`src/sv/stk_pkg.sv`:
```
// ----------------------------------------------------------------------------
// stk_pkg: shared types for the lifo stack with search
// operation codes, status codes, command and result formats
// ----------------------------------------------------------------------------
package stk_pkg;

  // operation codes as carried on the input tuser
  typedef enum logic [2:0] {
    OP_QUERY  = 3'd0,
    OP_PUSH   = 3'd1,
    OP_POP    = 3'd2,
    OP_CLEAR  = 3'd3,
    OP_SEARCH = 3'd4
  } op_t;

  typedef enum logic [1:0] {
    ST_OK    = 2'd0,
    ST_FULL  = 2'd1,
    ST_EMPTY = 2'd2
  } status_t;

  // back-end sequencer states
  typedef enum logic [1:0] {
    S_IDLE   = 2'd0,
    S_REFILL = 2'd1,
    S_SCAN   = 2'd2,
    S_EMIT   = 2'd3
  } state_t;

  // classified command, front to back
  typedef struct packed {
    op_t         op;
    logic [31:0] data;
  } cmd_t;

  // result item, data_out in the lowest bits, zero pad to 48 bits
  typedef struct packed {
    logic [6:0]  pad;
    logic        is_full;
    logic        is_empty;
    logic [3:0]  count;
    logic        found;
    status_t     status;
    logic [31:0] data_out;
  } result_t;

endpackage

```
`src/sv/lifo_stack_with_search_unit.sv`:
```
// ----------------------------------------------------------------------------
// lifo_stack_with_search_unit: fixed-depth lifo stack of 32-bit words
// push, pop, query, clear and search over the held entries
// ----------------------------------------------------------------------------
// usage
//   input stream: s_axis_tuser carries the operation, s_axis_tdata the word
//   to push or search for; one result item is produced for every input item
//   on the m_axis channel, in order
//   query, push, pop and clear are handled in the sequencer's idle state; the
//   result is registered once the command is at the queue head and the result register is free
//   a pop that leaves one or more entries passes through the refill state,
//   reloading the cached top word from the entry ram
//   search reads the entry ram one word per cycle through its single read
//   port, then presents the result once the result register is free
//   reset empties the stack; entry contents are kept but never read again
//   until overwritten, so no clearing pass is needed
//   a two-entry command queue takes items while the sequencer is busy; when
//   the receiver stalls the result register holds, the sequencer waits and
//   the queue backs up into s_axis_tready
// ----------------------------------------------------------------------------
module lifo_stack_with_search_unit
  import stk_pkg::*;
#(
  parameter int DEPTH = 8
) (
  input  logic        clk,
  input  logic        rst,
  input  logic        s_axis_tvalid,
  output logic        s_axis_tready,
  input  logic [31:0] s_axis_tdata,  // [31:0] data_in
  input  logic [2:0]  s_axis_tuser,  // [2:0] func
  output logic        m_axis_tvalid,
  input  logic        m_axis_tready,
  // [31:0] data_out, [33:32] status, [34] found, [38:35] count,
  // [39] is_empty, [40] is_full, [47:41] zero
  output logic [47:0] m_axis_tdata
);

  logic    cmd_valid;
  cmd_t    cmd;
  logic    cmd_pop;
  result_t res;

  // front: classify and queue commands
  stk_front u_front (
    .clk       (clk),
    .rst       (rst),
    .in_valid  (s_axis_tvalid),
    .in_ready  (s_axis_tready),
    .in_func   (s_axis_tuser),
    .in_data   (s_axis_tdata),
    .cmd_valid (cmd_valid),
    .cmd       (cmd),
    .cmd_pop   (cmd_pop)
  );

  // back: stack state, entry ram and result register
  stk_back #(
    .DEPTH (DEPTH)
  ) u_back (
    .clk       (clk),
    .rst       (rst),
    .cmd_valid (cmd_valid),
    .cmd       (cmd),
    .cmd_pop   (cmd_pop),
    .res_valid (m_axis_tvalid),
    .res_ready (m_axis_tready),
    .res       (res)
  );

  assign m_axis_tdata = res;

endmodule

```
`src/sv/stk_ram.sv`:
```
// ----------------------------------------------------------------------------
// stk_ram: generic simple dual-port ram
// one write port, one read port with registered read data
// ----------------------------------------------------------------------------
module stk_ram #(
  parameter int WIDTH = 32,
  parameter int DEPTH = 8,
  localparam int AW = (DEPTH > 1) ? $clog2(DEPTH) : 1
) (
  input  logic             clk,
  input  logic             we,
  input  logic [AW-1:0]    waddr,
  input  logic [WIDTH-1:0] wdata,
  input  logic             re,
  input  logic [AW-1:0]    raddr,
  output logic [WIDTH-1:0] rdata
);

  logic [WIDTH-1:0] mem [DEPTH];

  always_ff @(posedge clk) begin
    if (we) begin
      mem[waddr] <= wdata;
    end
    if (re) begin
      rdata <= mem[raddr];
    end
  end

endmodule

```
`src/sv/stk_front.sv`:
```
// ----------------------------------------------------------------------------
// stk_front: input classifier and command queue
// maps operation codes (unknown codes become query) into a two-entry queue
// ----------------------------------------------------------------------------
module stk_front
  import stk_pkg::*;
(
  input  logic        clk,
  input  logic        rst,
  input  logic        in_valid,
  output logic        in_ready,
  input  logic [2:0]  in_func,
  input  logic [31:0] in_data,
  output logic        cmd_valid,
  output cmd_t        cmd,
  input  logic        cmd_pop
);

  cmd_t       slot [2];
  logic       wr_ptr;
  logic       rd_ptr;
  logic [1:0] num;
  cmd_t       cls;
  logic       push;

  // classification
  always_comb begin
    cls.data = in_data;
    case (in_func)
      OP_PUSH, OP_POP, OP_CLEAR, OP_SEARCH: cls.op = op_t'(in_func);
      default:                              cls.op = OP_QUERY;
    endcase
  end

  assign in_ready  = (num != 2'd2);
  assign push      = in_valid && in_ready;
  assign cmd_valid = (num != 2'd0);
  assign cmd       = slot[rd_ptr];

  always_ff @(posedge clk) begin
    if (push) begin
      slot[wr_ptr] <= cls;
    end
  end

  always_ff @(posedge clk) begin
    if (rst) begin
      wr_ptr <= 1'b0;
      rd_ptr <= 1'b0;
      num    <= 2'd0;
    end else begin
      if (push) begin
        wr_ptr <= ~wr_ptr;
      end
      if (cmd_pop) begin
        rd_ptr <= ~rd_ptr;
      end
      num <= num + {1'b0, push} - {1'b0, cmd_pop};
    end
  end

endmodule

```
`src/sv/stk_back.sv`:
```
// ----------------------------------------------------------------------------
// stk_back: stack execution sequencer
// keeps fill count and cached top, drives the entry ram, scans for search
// ----------------------------------------------------------------------------
module stk_back
  import stk_pkg::*;
#(
  parameter int DEPTH = 8,
  localparam int AW = (DEPTH > 1) ? $clog2(DEPTH) : 1,
  localparam int CW = $clog2(DEPTH + 1)
) (
  input  logic    clk,
  input  logic    rst,
  input  logic    cmd_valid,
  input  cmd_t    cmd,
  output logic    cmd_pop,
  output logic    res_valid,
  input  logic    res_ready,
  output result_t res
);

  state_t         state, state_next;
  logic [CW-1:0]  count, count_next;
  logic [31:0]    top, top_next;
  logic           hit, hit_next;
  logic [CW-1:0]  scan_addr, scan_addr_next;
  logic [CW-1:0]  left, left_next;
  logic           res_valid_next;
  result_t        res_next;
  logic           res_free;
  logic           is_full_now;
  logic [CW-1:0]  cnt_inc;
  logic [CW-1:0]  cnt_dec;
  logic [CW-1:0]  cnt_dec2;

  logic           ram_we;
  logic [AW-1:0]  ram_waddr;
  logic [31:0]    ram_wdata;
  logic           ram_re;
  logic [AW-1:0]  ram_raddr;
  logic [31:0]    ram_rdata;

  function automatic result_t make_res(input logic [31:0] d, input status_t st,
                                       input logic f, input logic [CW-1:0] c);
    result_t r;
    r.pad      = '0;
    r.is_full  = (c == CW'(DEPTH));
    r.is_empty = (c == '0);
    r.count    = 4'(c);
    r.found    = f;
    r.status   = st;
    r.data_out = d;
    return r;
  endfunction

  stk_ram #(
    .WIDTH (32),
    .DEPTH (DEPTH)
  ) u_ram (
    .clk   (clk),
    .we    (ram_we),
    .waddr (ram_waddr),
    .wdata (ram_wdata),
    .re    (ram_re),
    .raddr (ram_raddr),
    .rdata (ram_rdata)
  );

  assign res_free    = !res_valid || res_ready;
  assign is_full_now = (count == CW'(DEPTH));
  assign cnt_inc     = count + CW'(1);
  assign cnt_dec     = count - CW'(1);
  assign cnt_dec2    = count - CW'(2);

  always_comb begin
    state_next     = state;
    count_next     = count;
    top_next       = top;
    hit_next       = hit;
    scan_addr_next = scan_addr;
    left_next      = left;
    res_valid_next = res_valid && !res_ready;
    res_next       = res;
    cmd_pop        = 1'b0;
    ram_we         = 1'b0;
    ram_waddr      = count[AW-1:0];
    ram_wdata      = cmd.data;
    ram_re         = 1'b0;
    ram_raddr      = '0;

    case (state)
      S_IDLE: begin
        if (cmd_valid) begin
          case (cmd.op)
            OP_PUSH: begin
              if (res_free) begin
                cmd_pop        = 1'b1;
                res_valid_next = 1'b1;
                if (is_full_now) begin
                  res_next = make_res(top, ST_FULL, 1'b0, count);
                end else begin
                  ram_we     = 1'b1;
                  top_next   = cmd.data;
                  count_next = cnt_inc;
                  res_next   = make_res(cmd.data, ST_OK, 1'b0, cnt_inc);
                end
              end
            end
            OP_POP: begin
              if (res_free) begin
                cmd_pop        = 1'b1;
                res_valid_next = 1'b1;
                if (count == '0) begin
                  res_next = make_res('0, ST_EMPTY, 1'b0, count);
                end else begin
                  count_next = cnt_dec;
                  res_next   = make_res(top, ST_OK, 1'b0, cnt_dec);
                  // fetch the entry below to become the new top
                  if (count > CW'(1)) begin
                    ram_re     = 1'b1;
                    ram_raddr  = cnt_dec2[AW-1:0];
                    state_next = S_REFILL;
                  end
                end
              end
            end
            OP_CLEAR: begin
              if (res_free) begin
                cmd_pop        = 1'b1;
                res_valid_next = 1'b1;
                count_next     = '0;
                res_next       = make_res('0, ST_OK, 1'b0, '0);
              end
            end
            OP_SEARCH: begin
              if (count == '0) begin
                if (res_free) begin
                  cmd_pop        = 1'b1;
                  res_valid_next = 1'b1;
                  res_next       = make_res('0, ST_EMPTY, 1'b0, count);
                end
              end else begin
                ram_re         = 1'b1;
                ram_raddr      = '0;
                scan_addr_next = CW'(1);
                left_next      = count;
                hit_next       = 1'b0;
                state_next     = S_SCAN;
              end
            end
            default: begin
              if (res_free) begin
                cmd_pop        = 1'b1;
                res_valid_next = 1'b1;
                if (count == '0) begin
                  res_next = make_res('0, ST_EMPTY, 1'b0, count);
                end else begin
                  res_next = make_res(top, ST_OK, 1'b0, count);
                end
              end
            end
          endcase
        end
      end
      S_REFILL: begin
        top_next   = ram_rdata;
        state_next = S_IDLE;
      end
      S_SCAN: begin
        // one compare a cycle, next read issued alongside
        hit_next  = hit | (ram_rdata == cmd.data);
        left_next = left - CW'(1);
        if (scan_addr < count) begin
          ram_re         = 1'b1;
          ram_raddr      = scan_addr[AW-1:0];
          scan_addr_next = scan_addr + CW'(1);
        end
        if (left == CW'(1)) begin
          state_next = S_EMIT;
        end
      end
      S_EMIT: begin
        if (res_free) begin
          cmd_pop        = 1'b1;
          res_valid_next = 1'b1;
          res_next       = make_res(top, ST_OK, hit, count);
          state_next     = S_IDLE;
        end
      end
      default: begin
        state_next = S_IDLE;
      end
    endcase
  end

  always_ff @(posedge clk) begin
    if (rst) begin
      state     <= S_IDLE;
      count     <= '0;
      res_valid <= 1'b0;
    end else begin
      state     <= state_next;
      count     <= count_next;
      res_valid <= res_valid_next;
    end
  end

  always_ff @(posedge clk) begin
    top       <= top_next;
    hit       <= hit_next;
    scan_addr <= scan_addr_next;
    left      <= left_next;
    res       <= res_next;
  end

endmodule
```
`config.mk`:
```
export PLATFORM = sky130hd
export DESIGN_NAME = lifo_stack_with_search_unit
export DESIGN_NICKNAME = d
export VERILOG_FILES = /design/src/sv/stk_pkg.sv /design/src/sv/lifo_stack_with_search_unit.sv /design/src/sv/stk_ram.sv /design/src/sv/stk_front.sv /design/src/sv/stk_back.sv
export SDC_FILE = /design/constraint.sdc
export NUM_CORES = 1
export LEC_CHECK = 0
export BUFFER_PORTS_ARGS = -buffer_cell sky130_fd_sc_hd__clkbuf_2
export CORE_MARGIN = 2
export CORE_UTILIZATION = 50
export DETAILED_ROUTE_END_ITERATION = 10
export GPL_ROUTABILITY_DRIVEN = 0
export GPL_TIMING_DRIVEN = 0
export PLACE_DENSITY = 0.7
export SYNTH_ARGS = -nofsm -noshare
export SYNTH_HDL_FRONTEND = slang
export SYNTH_SLANG_ARGS = --single-unit
```
`constraint.sdc`:
```
create_clock -name clk -period 4.5 [get_ports clk]
set_input_delay 0.9 -clock clk [delete_from_list [all_inputs] [get_ports clk]]
set_output_delay 0.9 -clock clk [all_outputs]
set_load 0.02 [all_outputs]
```
# == Word-level counts from Yosys, hierarchy flattened ==
# Memories as Yosys holds them, arrays and structs flattened. A register that Yosys moved wholly into a read port is not among the register bits.
# Cells that the tools add are included.
# word_totals
mem_count,2
regBits,100
ram_bits,326
input_bits,39
# mem_list
name,words,width,read_ports,rd_ports_with_merged_regs,write_ports,line_no,rtl
u_back.u_ram.mem,8,32,1,1,1,stk_ram.sv:19,logic [WIDTH-1:0] mem [DEPTH];
u_front.slot,2,35,1,1,1,stk_front.sv:19,cmd_t slot [2];
# classes
n_eq_ne,37
reduce_logical,21
n_mux,83
order_cmp,2
bitwise_logic,3
addsub,7
# op_table
cell,n
48-bit 2-to-1 mux,8
48-bit case mux with 4 select lines,1
32-bit 2-to-1 mux,4
48-bit case mux with 2 select lines,1
41-bit 2-to-1 mux,2
32-bit case mux with 2 select lines,1
4-bit 2-to-1 mux,12
40-bit 2-to-1 mux,1
32-bit == test,1
1-bit 2-to-1 mux,28
3-bit 2-to-1 mux,7
2-bit inequality test (second input constant),8
4-bit case mux with 2 select lines,2
8-bit AND reduction,2
5-bit AND reduction,3
2-bit 2-to-1 mux,7
2-bit by 1-bit inequality test with 1-bit output (second input constant),7
3-bit by 2-bit == test with 1-bit output (second input constant),4
4-bit == test (second input constant),3
4-bit logical NOT,3
4-bit case mux with 3 select lines,1
1-bit case mux with 2 select lines,5
3-bit by 2-bit inequality test with 1-bit output (second input constant),3
3-bit inequality test (second input constant),3
other kinds (25),36

# == Logic depth before layout (Yosys ltp) ==
# depth
ltp_word,9
ltp_mapped,14

# == Cells and area by module ==
# A second synthesis with hierarchy kept.
# hier_totals
hier_cells,954
hier_area_um2,18476.5
# modules_own_cells
mod,n_inst,cells_each,area_per_inst_um2
stk_ram,1,415,10786.6
stk_back,1,399,4894.7
stk_front,1,140,2795.2

# == Worst setup path before layout ==
# Ideal clock, no wire load.
# synth_path
kind,reg2reg
from,reg u_back.count[0]
to,"reg, netlist name u_back.res[0]"
t_required_ns,4.010
setup_slack_ns,-0.330
stages_incl_launch_ff,9
synth_period_minus_slack_ns,4.830
arrival_ns,4.340
path_cell_list,dfxtp_1 clkbuf_1 inv_1 ha_1 clkbuf_1 and3_1 clkbuf_1 nor2_1 nor3_1
# synth_between
elab_chain_cells,3
# synth_lines
element,line_no,rtl
from (decl),stk_back.sv:23,"logic [CW-1:0] count, count_next;"
from (signal assigned),stk_back.sv:203,count <= count_next;
4-bit logical NOT,stk_back.sv:136,if (count == '0) begin
3-bit by 2-bit inequality test with 1-bit output (no source line),n/a,
5-bit AND reduction (no source line),n/a,
# Every way passes these cells.
# A chain may end at the register's enable or synchronous reset.

# == Worst setup path after layout ==
# layout_path
from,reg u_back.count[0]
to,"mem u_back.u_ram.mem[2][24], enable pin"
# layout_between
elab_chain_cells,8
# layout_lines
element,line_no,rtl
4-bit == test,stk_back.sv:70,assign is_full_now = (count == CW'(DEPTH));
1-bit 2-to-1 mux,stk_back.sv:99,if (is_full_now) begin
1-bit 2-to-1 mux,stk_back.sv:96,if (res_free) begin
1-bit 2-to-1 mux,stk_back.sv:94,case (cmd.op)
1-bit 2-to-1 mux,stk_back.sv:93,if (cmd_valid) begin
1-bit 2-to-1 mux,stk_back.sv:91,case (state)
1-bit 2-to-1 mux,stk_ram.sv:22,if (we) begin
1-bit 2-to-1 mux (implied by the code),stk_ram.sv:23,mem[waddr] <= wdata;
to (decl),stk_ram.sv:19,
# Parallel ways exist; a longest one is shown, timed or not.

==> summary.md <==
| Metric | Value |
|---|---|
| First-pass GRT wire length | `65500 um` |
| Synth-to-Final Area Change | `15.4%` |
| Post-route total power | `12.9 mW` |
| Synth unique cells | `63` |
| DR DRC count | `0` |
| R2r setup slk | `0.67 ns` |
| Layout cells sized above 1 | `23.0%` |
| Post-synth EDFFs | `440` |
| Fin crit share | `85.2%` |
| Crit path arrival time | `4.10 ns` |
| Setup TNS | `0 ns` |
| DIE WIDTH | `198 um` |
| Dominant cell type by area after synthesis | `edfxtp_1` |
| Hold WC Path Type | `in2reg` |
| Internal | `8.83 mW` |
| Cts hold-fix bufs | `0` |
| Clock network power share | `29.1%` |
| Final Max Tran Viols | `0` |
| Synth top area share | `70.1%` |
| Gate power share | `26.3%` |
| Placed inst area | `20300 um2` |
| CTS HTree Levels | `2` |
| Initial core utilization | `50.4%` |
| TritonCTS buffer count | `45` |
| Gate Count Post-Synth | `1210` |
| Longest Clk Path Bufs | `3` |
| Post-route cell area | `21700 um2` |
| Peak Freq | `261 MHz` |
| FP Rows | `71` |
| Post-CTS Setup Inserts | `0` |
| Primary FF master, synth | `edfxtp_1` |
| Routed WL | `44000 um` |
| Vias per std cell | `5.66` |
| Psw | `4.04 mW` |
| Die area | `39200 um2` |
| Hold path cells | `1` |
| Antenna Nets Post-Route | `0` |
| Root buffer cell | `clkbuf_16` |
| Antenna Cells | `0` |
| Largest stage delay, worst path | `0.65 ns` |
| Mean Syn Cell Area | `15.6 um2` |
| Crit end category | `register` |
| Slew HR | `27.9%` |
| #FFs+latches synth | `452` |
| Post-route setup slack | `0.668 ns` |
| Via Count | `10800` |
| Register share of total power | `44.6%` |
| Wire per inst | `23.1 um` |
| Crit Path Class | `reg2reg` |
| Max cap viols | `0` |
| Total core area | `37400 um2` |
| Vias in the first global route | `10600` |
| Chip height | `198 um` |
| Most common cell after layout, fill and taps aside | `edfxtp_1` |
| Port bufs | `81` |
| CP max stage cell | `and3_2` |
| Total gr overflow | `0` |
| Unrepaired setup endpoints after global routing | `false` |
| Post-cts gate resize count | `0` |
| DR iter-0 viols | `1038` |
| Number of setup violations in the final report | `0` |
| CP Cell Sequence | `clkbuf_1, inv_1, ha_1, clkbuf_1, and3_1, clkbuf_1, nor3_1, and3_2, buf_12` |
| R2r worst-path depth | `9` |
| Switch share | `31.4%` |
| Post-synthesis sequential area ratio | `71.4%` |
| CP Launch Type | `register` |
| Pin count of the biggest net entering global routing | `31` |
| Most frequent CP cell | `clkbuf_1` |
| Nets | `1418` |
| Worst Path Max Fanout | `18` |
| Final hold viol count | `0` |
| Clk sinks | `452` |
| Final worst path period need | `3.83 ns` |
| # IOs | `89` |
| P_leak | `7.80 nW` |
| Util after Layout | `58.1%` |
| Clock Skew | `0.0289 ns` |
| Synthesized cell area | `18800 um2` |
| Pwr/cell area | `592 nW/um2` |
| Fraction of registers with async set/reset | `0%` |
| Synth warnings | `0` |
| Worst-Skew Late Latency | `0.57 ns` |
| Pre-CTS setup slack | `0.707 ns` |
| Worst Path Required | `4.76 ns` |
| Initial antenna violation count | `0` |
| CTS tree | `done` |
| Synth area leaders | `edfxtp_1 70%, mux2_2 4.7%, mux2i_1 3.6%, nand2_1 2.5%, a211oi_2 2.0%` |
| Status | `completed` |
| Number of iterations in the first detailed-routing pass | `5` |
| Maximum vdd ir drop | `0.432 mV` |
| Clock slew at reported path FFs | `0.06 ns` |
| Most frequent cells in the layout | `440 x edfxtp_1, 125 x nand2_1, 81 x clkbuf_2, 79 x mux2_2, 67 x mux2i_1` |
| Hpwl dp | `28700 um` |
| Gr usage total | `22.8%` |
| Worst slew pin tran | `1.08 ns` |
[layout make-up]
cell class                 count  area, um2
fill                        2841      15700
sequential                   452      13500
multi-input combinational    651       4880
clock buffer                  56       1170
timing repair buffer          95        716
tap                          511        639
buffer                        63        385
clock inverter                26        307
inverter                      50        188
[path summary, 6_finish.rpt]
| check | start | endpoint |
|---|---|---|
| min reg2reg | u_back.state[0] | u_back.state[0] |
| min | s_axis_tdata[2] | u_front.slot[1][2] |
| max | u_back.count[0] | u_back.u_ram.mem[2][24] |
| max reg2reg | u_back.count[0] | u_back.u_ram.mem[2][24] |
[worst max-delay path: cells and delay by family, from the launching register on]
kind	cells	cell delay, ns
fa+ha+maj	1	0.23
simple gates	3	1.52
buf+inv	5	1.22
flops	1	0.54
[through the flow]
step | hold WS [ns] | instances
6_report | 0.515 | 1904
3_5_place_dp | 0.515 | 1822
4_1_cts | 0.498 | 1904
5_1_grt | 0.509 | 1904
2_1_floorplan | 0.466 | 1216
3_3_place_gp | 0.486 | 1808
[synthesized netlist by cell type, types with 14 or more instances]
cell / n
mux2_1: 20
edfxtp_1: 440
o22ai_1: 34
xnor2_1: 42
and3_1: 43
o21ai_1: 31
mux2_2: 79
a211oi_2: 30
nor2_1: 32
buf_2: 14
inv_1: 48
mux2i_1: 67
nand2_1: 126
a21oi_1: 21
clkbuf_1: 32
ha_1: 21
[state kept, by name (all words and copies together) (netlist names), named ones only]
register / count
u_back.scan_addr: 4
u_front.rd_ptr: 1
u_back.hit: 1
u_front.slot: 70
u_back.count: 4
u_back.top: 32
u_back.res: 41
u_back.res_valid: 1
u_back.u_ram.mem: 256
u_front.wr_ptr: 1
u_back.left: 4
u_back.state: 2
u_back.u_ram.rdata: 32
u_front.num: 2
[power groups by stage]
stage / Sequential, mW / Combinational [mW] / Clock (mW)
2_1_floorplan: 6.06 / 1.83 / 0
3_3_place_gp: 5.85 / 3.14 / 0
3_5_place_dp: 5.82 / 3.39 / 0
4_1_cts: 5.74 / 3.41 / 3.79
5_1_grt: 5.78 / 3.67 / 3.95
6_report: 5.74 / 3.39 / 3.75
[routing by layer]
layer  up-vias  track usage [%]  routed length [um]
met4         0             5.88                1090
met1      5377             32.6               19400
li1       4848                -                   -
met5         -                0                   0
met3        83             3.20                2870
met2       460             36.9               20700
[logic make-up (layout without fill, tap and decap cells)]
logic type | Yosys count | count (layout) | share of synthesized area [%]
AO/OA/AOI/OAI | 159 | 159 | 6.24
adder cells (fa/ha/maj) | 21 | 21 | 1.39
XOR/XNOR | 45 | 45 | 2.09
flip-flops | 452 | 452 | 71.4
AND/OR/NAND/NOR | 252 | 252 | 6.26
other | 1 | 7 | 0.0199
multiplexers | 167 | 167 | 9.55
buffers and inverters | 113 | 290 | 3.04
Power figures use the tool's default switching activity.
